<file path="src/lccp_pkg.sv">
// ----------------------------------------------------------------------------
// lccp_pkg
// Shared constants and types for the coefficient compress and pack pipeline.
// ----------------------------------------------------------------------------
package lccp_pkg;

  localparam int unsigned LANES       = 8;
  localparam int unsigned COEFF_W     = 13;
  localparam int unsigned CANON_W     = 12;
  localparam int unsigned NARROW_BITS = 4;
  localparam int unsigned WIDE_BITS   = 5;
  localparam int unsigned NUM_W       = CANON_W + WIDE_BITS;
  localparam int unsigned QUOT_W      = WIDE_BITS + 1;
  localparam int unsigned PACK_W      = LANES * WIDE_BITS;

  localparam logic [CANON_W-1:0] MODULUS   = 12'd3329;
  localparam logic [NUM_W-1:0]   HALF_Q    = NUM_W'(3329 / 2);

  // floor(n / 3329) == (n * RECIP) >> RECIP_SHIFT for every n below 2^17
  localparam int unsigned        RECIP_W     = 18;
  localparam int unsigned        RECIP_SHIFT = 29;
  localparam logic [RECIP_W-1:0] RECIP       = 18'd161271;
  localparam int unsigned        PROD_W      = NUM_W + RECIP_W;

  localparam logic [WIDE_BITS-1:0] NARROW_MASK = 5'd15;
  localparam logic [WIDE_BITS-1:0] WIDE_MASK   = 5'd31;

  localparam logic [2:0] NARROW_BYTES = 3'd4;
  localparam logic [2:0] WIDE_BYTES   = 3'd5;

  typedef logic signed [COEFF_W-1:0]     coeff_t;
  typedef coeff_t      [LANES-1:0]       coeff_vec_t;
  typedef logic [LANES-1:0][CANON_W-1:0] canon_vec_t;
  typedef logic [LANES-1:0][QUOT_W-1:0]  quot_vec_t;

endpackage

</file>
<file path="src/lccp_lift.sv">
// ----------------------------------------------------------------------------
// lccp_lift
// Stage 1: reduce each signed coefficient to its representative 0..q-1.
// ----------------------------------------------------------------------------
module lccp_lift (
  input  logic                clk_i,
  input  logic                en_i,
  input  logic                wide_i,
  input  lccp_pkg::coeff_vec_t coeff_i,
  output lccp_pkg::canon_vec_t canon_o,
  output logic                wide_o
);
  import lccp_pkg::*;

  canon_vec_t canon_d, canon_q;
  logic       wide_q;

  always_comb begin
    for (int i = 0; i < LANES; i++) begin
      logic signed [COEFF_W:0] xs;
      logic signed [COEFF_W:0] ys;
      xs = {coeff_i[i][COEFF_W-1], coeff_i[i]};
      // far below zero needs the modulus twice
      if (xs < -14'sd3329) begin
        ys = xs + 14'sd6658;
      end else if (xs < 14'sd0) begin
        ys = xs + 14'sd3329;
      end else if (xs >= 14'sd3329) begin
        ys = xs - 14'sd3329;
      end else begin
        ys = xs;
      end
      canon_d[i] = ys[CANON_W-1:0];
    end
  end

  always_ff @(posedge clk_i) begin
    if (en_i) begin
      canon_q <= canon_d;
      wide_q  <= wide_i;
    end
  end

  assign canon_o = canon_q;
  assign wide_o  = wide_q;

endmodule

</file>
<file path="src/lccp_scale.sv">
// ----------------------------------------------------------------------------
// lccp_scale
// Stage 2: rounded scaling by 2^d / q through a reciprocal multiply per lane.
// ----------------------------------------------------------------------------
module lccp_scale (
  input  logic                clk_i,
  input  logic                en_i,
  input  logic                wide_i,
  input  lccp_pkg::canon_vec_t canon_i,
  output lccp_pkg::quot_vec_t  quot_o,
  output logic                wide_o
);
  import lccp_pkg::*;

  quot_vec_t quot_d, quot_q;
  logic      wide_q;

  always_comb begin
    for (int i = 0; i < LANES; i++) begin
      logic [NUM_W-1:0]  num;
      logic [PROD_W-1:0] prod;
      if (wide_i) begin
        num = {canon_i[i], {WIDE_BITS{1'b0}}};
      end else begin
        num = {1'b0, canon_i[i], {NARROW_BITS{1'b0}}};
      end
      num  = num + HALF_Q;
      prod = PROD_W'(num) * PROD_W'(RECIP);
      quot_d[i] = prod[RECIP_SHIFT +: QUOT_W];
    end
  end

  always_ff @(posedge clk_i) begin
    if (en_i) begin
      quot_q <= quot_d;
      wide_q <= wide_i;
    end
  end

  assign quot_o = quot_q;
  assign wide_o = wide_q;

endmodule

</file>
<file path="src/lccp_pack.sv">
// ----------------------------------------------------------------------------
// lccp_pack
// Stage 3: wrap each quotient to d bits and pack the lanes little-endian.
// ----------------------------------------------------------------------------
module lccp_pack (
  input  logic               clk_i,
  input  logic               en_i,
  input  logic               wide_i,
  input  lccp_pkg::quot_vec_t quot_i,
  output logic [7:0]         byte_0_o,
  output logic [7:0]         byte_1_o,
  output logic [7:0]         byte_2_o,
  output logic [7:0]         byte_3_o,
  output logic [7:0]         byte_4_o,
  output logic [2:0]         byte_count_o
);
  import lccp_pkg::*;

  logic [PACK_W-1:0] packed_d, packed_q;
  logic [2:0]        count_d, count_q;

  always_comb begin
    packed_d = '0;
    for (int i = 0; i < LANES; i++) begin
      logic [WIDE_BITS-1:0] t;
      if (wide_i) begin
        t = quot_i[i][WIDE_BITS-1:0] & WIDE_MASK;
        packed_d[i*WIDE_BITS +: WIDE_BITS] = t;
      end else begin
        t = quot_i[i][WIDE_BITS-1:0] & NARROW_MASK;
        packed_d[i*NARROW_BITS +: NARROW_BITS] = t[NARROW_BITS-1:0];
      end
    end
    count_d = wide_i ? WIDE_BYTES : NARROW_BYTES;
  end

  always_ff @(posedge clk_i) begin
    if (en_i) begin
      packed_q <= packed_d;
      count_q  <= count_d;
    end
  end

  assign byte_0_o     = packed_q[7:0];
  assign byte_1_o     = packed_q[15:8];
  assign byte_2_o     = packed_q[23:16];
  assign byte_3_o     = packed_q[31:24];
  assign byte_4_o     = packed_q[39:32];
  assign byte_count_o = count_q;

endmodule

</file>
<file path="src/lattice_coeff_compress_pack.sv">
// ----------------------------------------------------------------------------
// lattice_coeff_compress_pack
// Compress eight coefficients mod 3329 to 4 or 5 bits each and pack to bytes.
// ----------------------------------------------------------------------------
//  channel | signals                                   | direction
//  --------+-------------------------------------------+----------
//  in      | in_valid_i, in_stall_o, coeff_0_i..7_i     | request in
//  out     | out_valid_o, out_stall_i, byte_0_o..4_o,   | request out
//          | byte_count_o                              |
//  cfg     | cfg_we_i, cfg_wdata_i (wide_mode)          | write only
//
// Three register stages (lift, reciprocal multiply, pack); the pack stage is
// the output register. One request per cycle while the output is not stalled.
// Reset clears the stage valid bits and selects narrow mode.
// A stall holds the output stage; upstream stages keep filling bubbles and
// stall only when every stage ahead is full.
// ----------------------------------------------------------------------------
module lattice_coeff_compress_pack (
  input  logic                 clk_i,
  input  logic                 rst_ni,
  input  logic                 cfg_we_i,
  input  logic                 cfg_wdata_i,
  input  logic                 in_valid_i,
  output logic                 in_stall_o,
  input  lccp_pkg::coeff_t     coeff_0_i,
  input  lccp_pkg::coeff_t     coeff_1_i,
  input  lccp_pkg::coeff_t     coeff_2_i,
  input  lccp_pkg::coeff_t     coeff_3_i,
  input  lccp_pkg::coeff_t     coeff_4_i,
  input  lccp_pkg::coeff_t     coeff_5_i,
  input  lccp_pkg::coeff_t     coeff_6_i,
  input  lccp_pkg::coeff_t     coeff_7_i,
  output logic                 out_valid_o,
  input  logic                 out_stall_i,
  output logic [7:0]           byte_0_o,
  output logic [7:0]           byte_1_o,
  output logic [7:0]           byte_2_o,
  output logic [7:0]           byte_3_o,
  output logic [7:0]           byte_4_o,
  output logic [2:0]           byte_count_o
);
  import lccp_pkg::*;

  localparam int unsigned STAGES = 3;

  logic              wide_q;
  logic [STAGES-1:0] valid_d, valid_q;
  logic [STAGES-1:0] adv;
  coeff_vec_t        coeff;
  canon_vec_t        canon;
  quot_vec_t         quot;
  logic              wide_s1, wide_s2;

  assign coeff = {coeff_7_i, coeff_6_i, coeff_5_i, coeff_4_i,
                  coeff_3_i, coeff_2_i, coeff_1_i, coeff_0_i};

  always_ff @(posedge clk_i or negedge rst_ni) begin
    if (!rst_ni) begin
      wide_q <= 1'b0;
    end else if (cfg_we_i) begin
      wide_q <= cfg_wdata_i;
    end
  end

  // a stage advances when it is empty or the one after it advances
  always_comb begin
    adv[STAGES-1] = !valid_q[STAGES-1] || !out_stall_i;
    for (int k = STAGES - 2; k >= 0; k--) begin
      adv[k] = !valid_q[k] || adv[k+1];
    end
    valid_d = valid_q;
    if (adv[0]) begin
      valid_d[0] = in_valid_i;
    end
    for (int k = 1; k < STAGES; k++) begin
      if (adv[k]) begin
        valid_d[k] = valid_q[k-1];
      end
    end
  end

  always_ff @(posedge clk_i or negedge rst_ni) begin
    if (!rst_ni) begin
      valid_q <= '0;
    end else begin
      valid_q <= valid_d;
    end
  end

  assign in_stall_o  = !adv[0];
  assign out_valid_o = valid_q[STAGES-1];

  lccp_lift u_lift (
    .clk_i   (clk_i),
    .en_i    (adv[0]),
    .wide_i  (wide_q),
    .coeff_i (coeff),
    .canon_o (canon),
    .wide_o  (wide_s1)
  );

  lccp_scale u_scale (
    .clk_i   (clk_i),
    .en_i    (adv[1]),
    .wide_i  (wide_s1),
    .canon_i (canon),
    .quot_o  (quot),
    .wide_o  (wide_s2)
  );

  lccp_pack u_pack (
    .clk_i        (clk_i),
    .en_i         (adv[2]),
    .wide_i       (wide_s2),
    .quot_i       (quot),
    .byte_0_o     (byte_0_o),
    .byte_1_o     (byte_1_o),
    .byte_2_o     (byte_2_o),
    .byte_3_o     (byte_3_o),
    .byte_4_o     (byte_4_o),
    .byte_count_o (byte_count_o)
  );

endmodule

</file>
<file path="config.mk">
export PLATFORM = sky130hd
export DESIGN_NAME = lattice_coeff_compress_pack
export DESIGN_NICKNAME = d
export VERILOG_FILES = /design/src/lccp_pkg.sv /design/src/lccp_lift.sv /design/src/lccp_scale.sv /design/src/lccp_pack.sv /design/src/lattice_coeff_compress_pack.sv
export SDC_FILE = /design/constraint.sdc
export NUM_CORES = 2
export LEC_CHECK = 0
export BUFFER_PORTS_ARGS = -buffer_cell sky130_fd_sc_hd__buf_2
export CAP_MARGIN = 20
export CORE_MARGIN = 5
export CORE_UTILIZATION = 35
export DETAILED_ROUTE_END_ITERATION = 8
export PLACE_DENSITY = 0.53
export SLEW_MARGIN = 25
export SYNTH_ARGS = -nofsm -noshare
export SYNTH_HDL_FRONTEND = slang
export SYNTH_HIERARCHICAL = 1
export SYNTH_SLANG_ARGS = --single-unit
</file>
<file path="constraint.sdc">
create_clock -name clk_i -period 9.8 [get_ports clk_i]
set_input_delay 0.49 -clock clk_i [delete_from_list [all_inputs] [get_ports clk_i]]
set_output_delay 0.49 -clock clk_i [all_outputs]
set_load 0.1 [all_outputs]
</file>
==> results.json <==
{
  "status": "complete, no violations",
  "start_util": 0.351,
  "grt_max_degree": 51,
  "holdBufCountCts": 1,
  "setup_viol_count_final": 0,
  "grt_pass1_vias": 34118,
  "ctsRootBufferMaster": "clkbuf_16",
  "wl_per_cell_um": 16.9,
  "wl_um": 114000,
  "cts-resized-gates": 0,
  "fp-row-count": 136,
  "worstPathRequired_ps": 10070,
  "clk_pin_slew_ps": 90,
  "drive_above_1_share": 0.0733,
  "grt_antenna_before_repair": 7,
  "cts_num_sinks": 183,
  "cp.arrival_ps": 9040,
  "final_hold_viol_count": 0,
  "synthCells": 4835,
  "fin_skew_ps": 15.4,
  "die_h_um": 381,
  "core_area_um2": 137000,
  "whs_path_depth": 2,
  "setup.worst_path.class": "flip-flop to flip-flop",
  "period_minus_slack_ps": 8770,
  "numCtsBuffers": 17,
  "drc": 0,
  "multi_input_area_um2": 37500,
  "place.gp.congestion": 0.894,
  "slowest_delay_ps": 970,
  "initialDrtViolationCount": 1765,
  "grt_pass1_wl_um": 187000,
  "chipWidth_um": 381,
  "via_per_inst": 4.80,
  "postCtsSetupBuffers": 0,
  "cap_violations": 0,
  "startpoint_type": "flip-flop",
  "die-area_um2": 145000,
  "num_vias": 32395,
  "max_slew_margin": 0.331,
  "worst_hold_path_type": "primary input to flip-flop",
  "cts_tree": "yes",
  "whs_endpoint": "valid_q[0]",
  "reg2regPathDepth": 29,
  "synth_nets": 6644,
  "hpwl_um": 101000,
  "cp-end-kind": "flip-flop",
  "htreeDepth": 4,
  "overflow": 0,
  "clockBufferDepth": 2,
  "fin_crit_sh": 0.895,
  "max_freq_mhz": 114,
  "ant_nets": 0,
  "diodes": 0,
  "rr_endpoint": "u_scale/quot_o[45]",
  "final.setup.tns_ps": 0,
  "rsz0062_at_grt": "no",
  "fin_nets": 6749,
  "grt_usage": 0.161,
  "io_pins": 155,
  "drtPass1Iterations": 6,
  "yosysWarnings": 6,
  "crit_fanout": 14,
  "port_buffers": 152,
  "holdCritStartpoint": "in_valid_i",
  "area_delta_synth_final_pct": 6.94,
  "syn-cell-area_um2": 48200,
  "r2r_start": "u_lift/wide_o",
  "seqCellArea_um2": 5480,
  "cpMaxStageDelayCell": "edfxtp_1",
  "clk_latency_ps": 510,
  "tightest_slew_ps": 997,
  "avgSynthCellArea_um2": 9.96,
  "r2r_slack_ps": 1030,
  "fillCellCount": 13771,
  "final_max_slew_viol_count": 0
}
metrics by stage:
step                      utilization  setup slack [ps]  cell area (um^2)  std cells  hold WS (ps)
after floorplan                     -              1020             48200       4835           194
after global placement          0.371              1010             50900       6714           299
after detailed placement        0.371               940             50900       6714           301
after CTS                       0.376               946             51500       6747           130
after global routing            0.376               478             51500       6747           153
final                           0.376              1030             51500       6747           173
cells in the final DEF, fill, tap and decap left out, types with 24 or more instances in the layout:
cell type and count:
nand2_1 192, buf_2 152, a21o_1 53, xor2_1 102, nand3_1 72, a21oi_1 129, mux2_2 29, o21ai_0 98
buf_4 34, mux2i_1 56, a31oi_1 30, edfxtp_1 179, ha_1 988, nor2_1 148, inv_1 1224, or2_2 24
fa_1 711, nand2b_1 27, nor3_1 39, xnor2_1 115, nand4_1 60
sequential cells by signal (all words and copies together) (netlist names):
register             count
u_lift/canon_o          96
valid_q                  3
u_scale/wide_o           1
u_pack/packed_q         40
u_pack/byte_count_o      1
u_scale/quot_o          40
wide_q                   1
u_lift/wide_o            1
per-layer routing:
layer | vias up | track usage | routed length [um]
met2 | 558 | 0.260 | 51800
met4 | 0 | 0.0251 | 1230
met3 | 66 | 0.0197 | 4100
met1 | 15831 | 0.236 | 57200
li1 | 15940 | - | -
met5 | - | 0 | 0
worst max path at each step:
stage	slack (ps)	from	end
5_1_grt	480	u_lift/wide_o	u_scale/quot_o[34]
3_5_place_dp	940	u_lift/wide_o	u_scale/quot_o[46]
6_report	1030	u_lift/wide_o	u_scale/quot_o[45]
2_1_floorplan	1020	u_lift/wide_o	u_scale/quot_o[22]
4_1_cts	950	u_lift/wide_o	u_scale/quot_o[46]
3_3_place_gp	1010	u_lift/wide_o	u_scale/quot_o[46]
worst max-delay path: cells and delay by family (launching register included):
family	cells	cell delay, ps
DFF	1	970
muxes	2	610
xor gates and xnor gates	2	240
AOI/OAI and AO/OA	6	1420
buffers and inverters	8	1300
and+or+nand+nor	3	350
adders and majority gates	8	3610
area by class of cell:
cell class / instances / share of cell area
Sequential cell: 183 / 0.106
Tap cell: 1794 / 0.0436
Multi-Input combinational cell: 3324 / 0.729
Inverter: 1226 / 0.0894
Clock buffer: 17 / 0.00826
Timing Repair Buffer: 188 / 0.0203
Clock inverter: 15 / 0.00362
Power is not shown: default switching activity piles up to over one toggle a cycle in this logic, so the estimate is an artifact.
